==> src/jpeg_marker_remap_rewriter_top_defines.svh <==
// Assertion macros shared by the rewriter modules.
`ifndef JPEG_MARKER_REMAP_REWRITER_TOP_DEFINES_SVH
`define JPEG_MARKER_REMAP_REWRITER_TOP_DEFINES_SVH

// Same-cycle implication, checked out of reset.
`define JMRR_ASSERT_NOW(lbl, ante, cons, msg) \
	lbl: assert property (@(posedge clk) disable iff (!arst_n) (ante) |-> (cons)) \
		else $error(msg);

// Next-cycle implication, checked out of reset.
`define JMRR_ASSERT_NEXT(lbl, ante, cons, msg) \
	lbl: assert property (@(posedge clk) disable iff (!arst_n) (ante) |=> (cons)) \
		else $error(msg);

`endif

==> src/jmrr_pkg.sv <==
// Types, codes and tables for the marker remap rewriter.
package jmrr_pkg;

	localparam int MAX_RES = 5;
	localparam int CNT_W = 3;

	typedef logic [CNT_W-1:0] cnt_t;

	typedef enum logic [2:0] {
		PH_HUNT   = 3'd0,
		PH_LEN_HI = 3'd1,
		PH_LEN_LO = 3'd2,
		PH_BODY   = 3'd3,
		PH_MARK   = 3'd4,
		PH_DATA   = 3'd5,
		PH_DONE   = 3'd6,
		PH_FAIL   = 3'd7
	} phase_t;

	localparam logic [1:0] KIND_BYTE   = 2'd0;
	localparam logic [1:0] KIND_INSERT = 2'd1;
	localparam logic [1:0] KIND_STATUS = 2'd2;

	localparam logic [2:0] ERR_NONE     = 3'd0;
	localparam logic [2:0] ERR_NO_HDR   = 3'd1;
	localparam logic [2:0] ERR_NO_FF    = 3'd2;
	localparam logic [2:0] ERR_SHORT    = 3'd3;
	localparam logic [2:0] ERR_NO_EOI   = 3'd4;

	localparam logic [7:0] MK_FF  = 8'hff;
	localparam logic [7:0] MK_SOI = 8'hd8;
	localparam logic [7:0] MK_APP = 8'he0;
	localparam logic [7:0] MK_DHT = 8'hc4;
	localparam logic [7:0] MK_SOS = 8'hda;
	localparam logic [7:0] MK_EOI = 8'hd9;
	localparam logic [7:0] SRC_EOI = 8'hc9;
	localparam logic [7:0] SRC_SOI = 8'hc8;

	typedef struct packed {
		logic [7:0] data;
		logic [1:0] kind;
		logic       eoi;
		logic [2:0] err;
	} res_t;

	typedef struct packed {
		res_t [MAX_RES-1:0] list;
		cnt_t               count;
	} step_out_t;

	function automatic res_t mk_res(input logic [7:0] data, input logic [1:0] kind,
			input logic eoi, input logic [2:0] err);
		res_t r;
		r.data = data;
		r.kind = kind;
		r.eoi  = eoi;
		r.err  = err;
		return r;
	endfunction

	function automatic logic [7:0] remap_code(input logic [7:0] c);
		logic [7:0] r;
		case (c)
			8'ha0:   r = 8'hc0;
			8'ha4:   r = 8'hc4;
			8'hc8:   r = 8'hd8;
			8'hc9:   r = 8'hd9;
			8'hca:   r = 8'hda;
			8'hcb:   r = 8'hdb;
			8'hd0:   r = 8'he0;
			default: r = 8'hfe;
		endcase
		return r;
	endfunction

	function automatic logic [7:0] hunt_byte(input logic [1:0] i);
		logic [7:0] r;
		case (i)
			2'd0:    r = 8'hff;
			2'd1:    r = 8'hc8;
			2'd2:    r = 8'hff;
			default: r = 8'hd0;
		endcase
		return r;
	endfunction

	function automatic logic [7:0] jfif_byte(input logic [2:0] i);
		logic [7:0] r;
		case (i)
			3'd0:    r = 8'h4a;
			3'd1:    r = 8'h46;
			3'd2:    r = 8'h49;
			3'd3:    r = 8'h46;
			3'd5:    r = 8'h01;
			default: r = 8'h00;
		endcase
		return r;
	endfunction

endpackage

==> src/jmrr_step.sv <==
// Parser state and per-byte result list of the marker remap rewriter.
`include "jpeg_marker_remap_rewriter_top_defines.svh"

module jmrr_step (
	input  logic                  clk,
	input  logic                  arst_n,
	input  logic                  fire,
	input  logic [7:0]            in_byte,
	input  logic                  last_byte,
	output jmrr_pkg::step_out_t   res
);
	import jmrr_pkg::*;

	phase_t      phase_q, phase_n;
	logic [1:0]  pm_q, pm_n;
	logic [3:0]  hoff_q, hoff_n;
	logic [16:0] seg_q, seg_n;
	logic [7:0]  lhh_q, lhh_n;
	logic        huff_q, huff_n;
	logic        pff_q, pff_n;

	logic [7:0]  b;
	logic [15:0] len;
	logic [7:0]  code;
	cnt_t        n;
	res_t [MAX_RES-1:0] list;
	logic [3:0]  hsub;

	always_comb begin
		b = in_byte;
		hsub = hoff_q - 4'd6;
		if (hoff_q >= 4'd6 && hoff_q <= 4'd12)
			b = jfif_byte(hsub[2:0]);
		hoff_n = hoff_q;
		if (hoff_q != 4'd0 && hoff_q < 4'd13)
			hoff_n = hoff_q + 4'd1;
		phase_n = phase_q;
		pm_n = pm_q;
		seg_n = seg_q;
		lhh_n = lhh_q;
		huff_n = huff_q;
		pff_n = pff_q;
		len = {lhh_q, b};
		code = remap_code(b);
		list = '0;
		n = '0;

		case (phase_q)
			PH_HUNT: begin
				if (b == hunt_byte(pm_q)) begin
					if (pm_q == 2'd3) begin
						list[0] = mk_res(MK_FF, KIND_BYTE, 1'b0, ERR_NONE);
						list[1] = mk_res(MK_SOI, KIND_BYTE, 1'b0, ERR_NONE);
						list[2] = mk_res(MK_FF, KIND_BYTE, 1'b0, ERR_NONE);
						list[3] = mk_res(MK_APP, KIND_BYTE, 1'b0, ERR_NONE);
						n = 3'd4;
						pm_n = 2'd0;
						hoff_n = 4'd4;
						phase_n = PH_LEN_HI;
					end else begin
						pm_n = pm_q + 2'd1;
					end
				end else if (b == MK_FF) begin
					pm_n = 2'd1;
				end else if (pm_q == 2'd3 && b == SRC_SOI) begin
					pm_n = 2'd2;
				end else begin
					pm_n = 2'd0;
				end
			end
			PH_LEN_HI: begin
				list[0] = mk_res(b, KIND_BYTE, 1'b0, ERR_NONE);
				n = 3'd1;
				lhh_n = b;
				phase_n = PH_LEN_LO;
			end
			PH_LEN_LO: begin
				if (len < 16'd2) begin
					list[0] = mk_res(8'h00, KIND_STATUS, 1'b0, ERR_SHORT);
					n = 3'd1;
					phase_n = PH_FAIL;
				end else begin
					list[0] = mk_res(b, KIND_BYTE, 1'b0, ERR_NONE);
					n = 3'd1;
					seg_n = {1'b0, len} - 17'd2;
					phase_n = (len == 16'd2) ? PH_MARK : PH_BODY;
				end
			end
			PH_BODY: begin
				list[0] = mk_res(b, KIND_BYTE, 1'b0, ERR_NONE);
				n = 3'd1;
				seg_n = seg_q - 17'd1;
				if (seg_q == 17'd1)
					phase_n = PH_MARK;
			end
			PH_MARK: begin
				if (!pff_q) begin
					if (b == MK_FF) begin
						pff_n = 1'b1;
					end else begin
						list[0] = mk_res(8'h00, KIND_STATUS, 1'b0, ERR_NO_FF);
						n = 3'd1;
						phase_n = PH_FAIL;
					end
				end else begin
					pff_n = 1'b0;
					if (code == MK_DHT)
						huff_n = 1'b1;
					if (code == MK_SOS) begin
						if (!huff_q) begin
							list[0] = mk_res(8'h00, KIND_INSERT, 1'b0, ERR_NONE);
							list[1] = mk_res(MK_FF, KIND_BYTE, 1'b0, ERR_NONE);
							list[2] = mk_res(MK_SOS, KIND_BYTE, 1'b0, ERR_NONE);
							n = 3'd3;
						end else begin
							list[0] = mk_res(MK_FF, KIND_BYTE, 1'b0, ERR_NONE);
							list[1] = mk_res(MK_SOS, KIND_BYTE, 1'b0, ERR_NONE);
							n = 3'd2;
						end
						phase_n = PH_DATA;
					end else begin
						list[0] = mk_res(MK_FF, KIND_BYTE, 1'b0, ERR_NONE);
						list[1] = mk_res(code, KIND_BYTE, 1'b0, ERR_NONE);
						n = 3'd2;
						phase_n = PH_LEN_HI;
					end
				end
			end
			PH_DATA: begin
				if (pff_q && b == SRC_EOI) begin
					list[0] = mk_res(MK_EOI, KIND_BYTE, 1'b1, ERR_NONE);
					n = 3'd1;
					pff_n = 1'b0;
					phase_n = PH_DONE;
				end else begin
					list[0] = mk_res(b, KIND_BYTE, 1'b0, ERR_NONE);
					n = 3'd1;
					pff_n = (b == MK_FF);
				end
			end
			default: begin
			end
		endcase

		if (last_byte) begin
			if (phase_n == PH_HUNT) begin
				list[n] = mk_res(8'h00, KIND_STATUS, 1'b0, ERR_NO_HDR);
				n = n + 3'd1;
			end else if (phase_n != PH_DONE && phase_n != PH_FAIL) begin
				list[n] = mk_res(8'h00, KIND_STATUS, 1'b0, ERR_NO_EOI);
				n = n + 3'd1;
			end
			phase_n = PH_HUNT;
			pm_n = 2'd0;
			hoff_n = 4'd0;
			seg_n = 17'd0;
			lhh_n = 8'd0;
			huff_n = 1'b0;
			pff_n = 1'b0;
		end

		res.list = list;
		res.count = n;
	end

	always_ff @(posedge clk or negedge arst_n) begin
		if (!arst_n) begin
			phase_q <= PH_HUNT;
			pm_q <= 2'd0;
			hoff_q <= 4'd0;
			seg_q <= 17'd0;
			lhh_q <= 8'd0;
			huff_q <= 1'b0;
			pff_q <= 1'b0;
		end else if (fire) begin
			phase_q <= phase_n;
			pm_q <= pm_n;
			hoff_q <= hoff_n;
			seg_q <= seg_n;
			lhh_q <= lhh_n;
			huff_q <= huff_n;
			pff_q <= pff_n;
		end
	end

	`JMRR_ASSERT_NOW(a_pm_hunt_only, phase_q != PH_HUNT, pm_q == 2'd0, "match count outside hunt")
	`JMRR_ASSERT_NOW(a_hoff_sat, 1'b1, hoff_q <= 4'd13, "header offset past saturation")
	`JMRR_ASSERT_NEXT(a_done_sticky, phase_q == PH_DONE && !(fire && last_byte), phase_q == PH_DONE, "left done without end of input")
	`JMRR_ASSERT_NOW(a_seg_body, phase_q == PH_BODY, seg_q != 17'd0, "body with nothing remaining")

endmodule

==> src/jpeg_marker_remap_rewriter_top.sv <==
// Top level of the marker remap rewriter: input register, parser, result buffer.
//
// channel | beat                                   | handshake
// src     | in_byte, last_byte                     | src_valid / src_stall
// res     | out_byte, out_kind, image_end, error_code | res_valid / res_stall
//
// A source byte is registered and parsed, and its 0 to 5 results land in a result buffer
// that drains one beat per cycle while res_stall is low; then single-result bytes flow at one
// per cycle. A byte with several results holds the buffer until its last result is taken.
// arst_n clears all parser state and both buffers; the next byte starts a new file.
// res_stall backs up into src_stall through the result buffer and the input register.
`include "jpeg_marker_remap_rewriter_top_defines.svh"

module jpeg_marker_remap_rewriter_top (
	input  logic       clk,
	input  logic       arst_n,
	input  logic       src_valid,
	output logic       src_stall,
	input  logic [7:0] in_byte,
	input  logic       last_byte,
	output logic       res_valid,
	input  logic       res_stall,
	output logic [7:0] out_byte,
	output logic [1:0] out_kind,
	output logic       image_end,
	output logic [2:0] error_code
);
	import jmrr_pkg::*;

	logic        s1_valid_q;
	logic [7:0]  byte_s1;
	logic        last_s1;
	res_t [MAX_RES-1:0] buf_q;
	cnt_t        cnt_q, idx_q;
	step_out_t   step_res;
	res_t        cur;
	logic        take, free, move, src_acc;

	jmrr_step u_step (
		.clk       (clk),
		.arst_n    (arst_n),
		.fire      (move),
		.in_byte   (byte_s1),
		.last_byte (last_s1),
		.res       (step_res)
	);

	assign res_valid = idx_q != cnt_q;
	assign take = res_valid && !res_stall;
	assign free = !res_valid || (take && (idx_q + 3'd1 == cnt_q));
	assign move = s1_valid_q && free;
	assign src_stall = s1_valid_q && !move;
	assign src_acc = src_valid && !src_stall;

	always_ff @(posedge clk or negedge arst_n) begin
		if (!arst_n) begin
			s1_valid_q <= 1'b0;
		end else if (src_acc) begin
			s1_valid_q <= 1'b1;
		end else if (move) begin
			s1_valid_q <= 1'b0;
		end
	end

	always_ff @(posedge clk) begin
		if (src_acc) begin
			byte_s1 <= in_byte;
			last_s1 <= last_byte;
		end
	end

	always_ff @(posedge clk or negedge arst_n) begin
		if (!arst_n) begin
			cnt_q <= '0;
			idx_q <= '0;
		end else if (move) begin
			cnt_q <= step_res.count;
			idx_q <= '0;
		end else if (take) begin
			idx_q <= idx_q + 3'd1;
		end
	end

	always_ff @(posedge clk) begin
		if (move)
			buf_q <= step_res.list;
	end

	always_comb begin
		cur = buf_q[0];
		case (idx_q)
			3'd1:    cur = buf_q[1];
			3'd2:    cur = buf_q[2];
			3'd3:    cur = buf_q[3];
			3'd4:    cur = buf_q[4];
			default: cur = buf_q[0];
		endcase
	end

	assign out_byte = cur.data;
	assign out_kind = cur.kind;
	assign image_end = cur.eoi;
	assign error_code = cur.err;

	`JMRR_ASSERT_NOW(a_idx_bound, 1'b1, idx_q <= cnt_q && cnt_q <= 3'd5, "result index past count")
	`JMRR_ASSERT_NOW(a_stall_full, src_stall, s1_valid_q, "stall with empty input register")
	`JMRR_ASSERT_NOW(a_status_err, res_valid && out_kind == KIND_STATUS, error_code != ERR_NONE, "status beat without error")
	`JMRR_ASSERT_NOW(a_kind_legal, res_valid, out_kind != 2'd3, "undefined result kind")

endmodule

==> config.mk <==
export PLATFORM = sky130hd
export DESIGN_NAME = jpeg_marker_remap_rewriter_top
export DESIGN_NICKNAME = d
export VERILOG_FILES = /design/src/jmrr_pkg.sv /design/src/jmrr_step.sv /design/src/jpeg_marker_remap_rewriter_top.sv
export VERILOG_INCLUDE_DIRS = /design/src /design/src/src
export SDC_FILE = /design/constraint.sdc
export NUM_CORES = 1
export LEC_CHECK = 0
export ABC_AREA = 1
export BUFFER_PORTS_ARGS = -buffer_cell sky130_fd_sc_hd__buf_2
export CAP_MARGIN = 20
export CORE_UTILIZATION = 50
export CTS_BUF_LIST = sky130_fd_sc_hd__clkbuf_16
export CTS_CLUSTER_SIZE = 40
export DETAILED_ROUTE_END_ITERATION = 8
export GPL_ROUTABILITY_DRIVEN = 0
export GPL_TIMING_DRIVEN = 0
export PLACE_DENSITY = 0.79
export SLEW_MARGIN = 30
export SYNTH_ARGS = -nofsm -noshare
export SYNTH_HDL_FRONTEND = slang
export SYNTH_SLANG_ARGS = --single-unit
==> constraint.sdc <==
create_clock -name clk -period 3.6 [get_ports clk]
set_input_delay 0 -clock clk [delete_from_list [all_inputs] [get_ports clk]]
set_output_delay 0 -clock clk [all_outputs]
set_load 0.03 [all_outputs]
==> flow_summary_export.csv <==
group,metric,value,unit
sta,tightest_slew,0.584,ns
pwr,clkPwrFrac,16.3,%
sta,fmax,309,MHz
final_layout,drive_above_1_share,14.1,%
floorplan,rows,38,
cts,clk_pin_slew,0.07,ns
yosys,synth-seq-cells,87,
sta,post-route-period-util,89.8,%
cts,h-tree-depth,3,
pwr,ir_worst_vdd,0.625,mV
critical_path,critPathKind,"flip-flop to flip-flop",
final_layout,syn_to_final_growth,13.4,%
pwr,power.leakage,3.04,nW
pwr,p_per_area,943,nW/um2
run_status,status,"finished, final reports clean",
routing,viasPerCell,5.63,
floorplan,initial_utilization,51.7,%
yosys,synth.cell_area,5630,um2
critical_path,r2r_start,"idx_q[2]$_DFFE_PN0P_",
floorplan,core_area,10900,um2
sta,final.min_clock_period,3.23,ns
pwr,p_sw,2.97,mW
critical_path,endpoint_kind,"flip-flop",
worst_hold_path,hold_start,"res_stall",
sta,skew,0.0109,ns
yosys,synth-main-ff-cell,"edfxtp_1",
cts,cts_made_buffers,9,
global_routing,antenna_found_initial,0,
yosys,synth.avg_cell_area,7.87,um2
sta,finalSetupViolations,0,
cts,cts_tree,"yes",
cts,cts_buffer_depth,2,
placed_design,hpwlAfterDp,10.5,mm
pwr,p_total,6.02,mW
critical_path,cp_max_fo,10,
floorplan,die_area,11700,um2
sta,relSlewSlack,60.9,%
floorplan,die_y,108,um
final_layout,antenna_cells,0,
placed_design,dpl.cell_count,886,
yosys,async_reset_ff_share,49.4,%
routing,ant_nets,0,
yosys,synth_edf_count,44,
routing,route.detailed.drc,0,
final_layout,stdcell_count,913,
global_routing,grt_pass1_vias,4959,
global_routing,grt_max_degree,45,
final_layout,nFillCells,948,
routing,dr.pass1.iters,5,
run,maxCapViolations,0,
worst_hold_path,holdCritPathClass,"input port to flip-flop",
routing,drtIter0Drc,301,
pwr,combPwrFrac,53.2,%
floorplan,pin_count,29,
yosys,ys.warnings.count,0,
critical_path,cp_data_arrival_time,3.50,ns
routing,totalWireLength,14.0,mm
global_routing,grt_pass1_wl,23.1,mm
yosys,seq_area_frac_synth,42.6,%
yosys,postSynthCellCount,715,
critical_path,critPathLaunch,"idx_q[2]$_DFFE_PN0P_",
cts,cts_sinks,87,
global_routing,grt_usage,25.9,%
cts,root_buffer,"clkbuf_16",
sta,fin_setup_tns,0,ns
sta,final_max_slew_viol_count,0,
critical_path,worstSetupStartpointType,"flip-flop",
final_layout,layout.nets,798,
pwr,seq_power_share,30.5,%
global_routing,overflow,0,
routing,num_vias,5142,
pwr,swShare,49.3,%
routing,wl_per_cell,15.4,um
yosys,synth_cell_types,48,
sta,rsz0062_at_grt,"no",
cts,clock_latency,0.36,ns
pwr,intPower,3.05,mW
placed_design,io_buffers,28,
sta,finalHoldViolations,0,
floorplan,die_w,108,um
critical_path,cp.required,3.87,ns
cts,post_cts_buffers,0,
[power by group through the flow]
stage	Sequential, mW	Clock [mW]	Combinational, mW
floorplan	1.77	0	2.38
global placement	1.83	0	3.05
detailed placement	1.85	0	3.14
CTS	1.83	0.990	3.16
global route	1.88	1.02	3.57
finish	1.83	0.981	3.20
[path summary, 6_finish.rpt]
path                            depth (start not counted)                           end  slack [ns]
worst max-delay path                                   13   u_step.lhh_q[4]$_DFFE_PN0P_        0.37
worst min-delay path                                    6          idx_q[2]$_DFFE_PN0P_        0.09
worst max register to register                         13   u_step.lhh_q[4]$_DFFE_PN0P_        0.37
worst min register to register                          2  u_step.seg_q[10]$_DFFE_PN0P_        0.49
max in group asynchronous                               2  u_step.hoff_q[3]$_DFFE_PN0P_        3.03
min in group asynchronous                               2  u_step.seg_q[11]$_DFFE_PN0P_        0.17
[cell usage in the layout (no fill, tap or decap), types with 4 or more instances in the layout]
cell type and count:
xor2_1 5, inv_6 5, edfxtp_1 44, o21ai_1 6, nand2_2 14, clkbuf_1 8
a21oi_1 15, o21ai_0 29, clkbuf_16 9, a31oi_1 9, nand3_2 9, nor2_1 66
dlygate4sd3_1 11, nand4_1 14, nand2_1 173, nor3_1 9, o22ai_1 9, xnor2_1 5
o21ai_2 13, nand3_1 67, o211ai_1 7, ha_1 17, inv_1 103, buf_2 32
conb_1 4, dfrtp_1 43, nor2_2 4
[critical path, stage by stage, from the launching register on]
cell      delay, ns
dfrtp_1        0.44
inv_1          0.11
clkbuf_1       0.37
ha_1           0.27
o21ai_0        0.10
nor2_1         0.14
nand3_1        0.10
nand2_1        0.10
inv_1          0.04
nor2_1         0.38
inv_1          0.16
nor2_2         0.39
nand2_1        0.32
o22ai_1        0.22
[routing by layer]
layer	GRT usage [%]	wire (um)
met5	0	0
met4	15.2	448
met2	42.3	6580
met3	4.70	983
met1	32.0	6000
[timing repair]
item                       in CTS  in global routing
hold endpoints to repair       53                  0
gates resized for setup         0                  3
hold buffers                   11                  0
setup endpoints to repair       0                 10
[metrics by stage]
step                instance area (um2)  utilization, %  hold slack, ns  setup WS, ns
floorplan                          5640               -          -0.296         0.946
global placement                   5950            54.7           0.179         0.381
detailed placement                 5960            54.7          0.0416         0.210
CTS                                6370            58.5          0.0917         0.165
global route                       6380            58.6           0.142         0.110
finish                             6380            58.6          0.0895         0.368
[sequential cells by signal, summed over array words and instances (netlist names), 2 cells and up]
register	count
buf_q	35
byte_s1	8
cnt_q	3
idx_q	3
u_step.hoff_q	4
u_step.lhh_q	8
u_step.phase_q	3
u_step.pm_q	2
u_step.seg_q	17
[cell usage after synthesis, types with 2 or more instances]
cell type | count | area share, %
o211ai_1 | 7 | 0.93
a31oi_1 | 9 | 1.0
o21ai_2 | 13 | 2.0
nor2_1 | 67 | 4.5
inv_2 | 3 | 0.20
xnor2_1 | 5 | 0.78
buf_2 | 6 | 0.53
nand3_2 | 9 | 1.6
a21oi_1 | 16 | 1.4
buf_6 | 3 | 0.60
nor2_2 | 3 | 0.33
nand3_4 | 2 | 0.62
o21ai_0 | 29 | 2.6
inv_1 | 103 | 6.9
o22ai_1 | 9 | 1.0
dfrtp_1 | 43 | 19
nor3_1 | 9 | 0.80
nor2_4 | 2 | 0.40
nand3_1 | 67 | 6.0
nor4_1 | 2 | 0.22
xor2_1 | 5 | 0.78
nand4_1 | 14 | 1.6
o21ai_1 | 6 | 0.53
a32o_1 | 3 | 0.53
clkbuf_1 | 8 | 0.53
and3_1 | 2 | 0.22
nand4_2 | 3 | 0.67
a221oi_1 | 3 | 0.47
nand2_2 | 14 | 1.6
ha_1 | 17 | 3.8
nand2_1 | 173 | 12
edfxtp_1 | 44 | 23
[cells by family (layout without fill, tap and decap cells)]
family / Yosys count / after routing / synth area share, %
compound gates: 106 / 106 / 12.4
xor+xnor: 10 / 10 / 1.56
fa+ha+maj: 17 / 17 / 3.78
buf+inv: 123 / 178 / 8.74
flops: 87 / 87 / 42.6
other cells: 1 / 4 / 0.0666
simple gates: 371 / 371 / 30.8
[area by class of cell]
class	count	area, um2	share of cell area [%]
Inverter	106	398	6.23
Sequential cell	87	2400	37.6
Timing Repair Buffer	39	253	3.96
Buffer	17	96.3	1.51
Multi-Input combinational cell	508	2760	43.2
Clock inverter	7	82.6	1.29
Tap cell	140	175	2.74
Clock buffer	9	225	3.53
No activity file was read; power rests on OpenSTA's default activity.
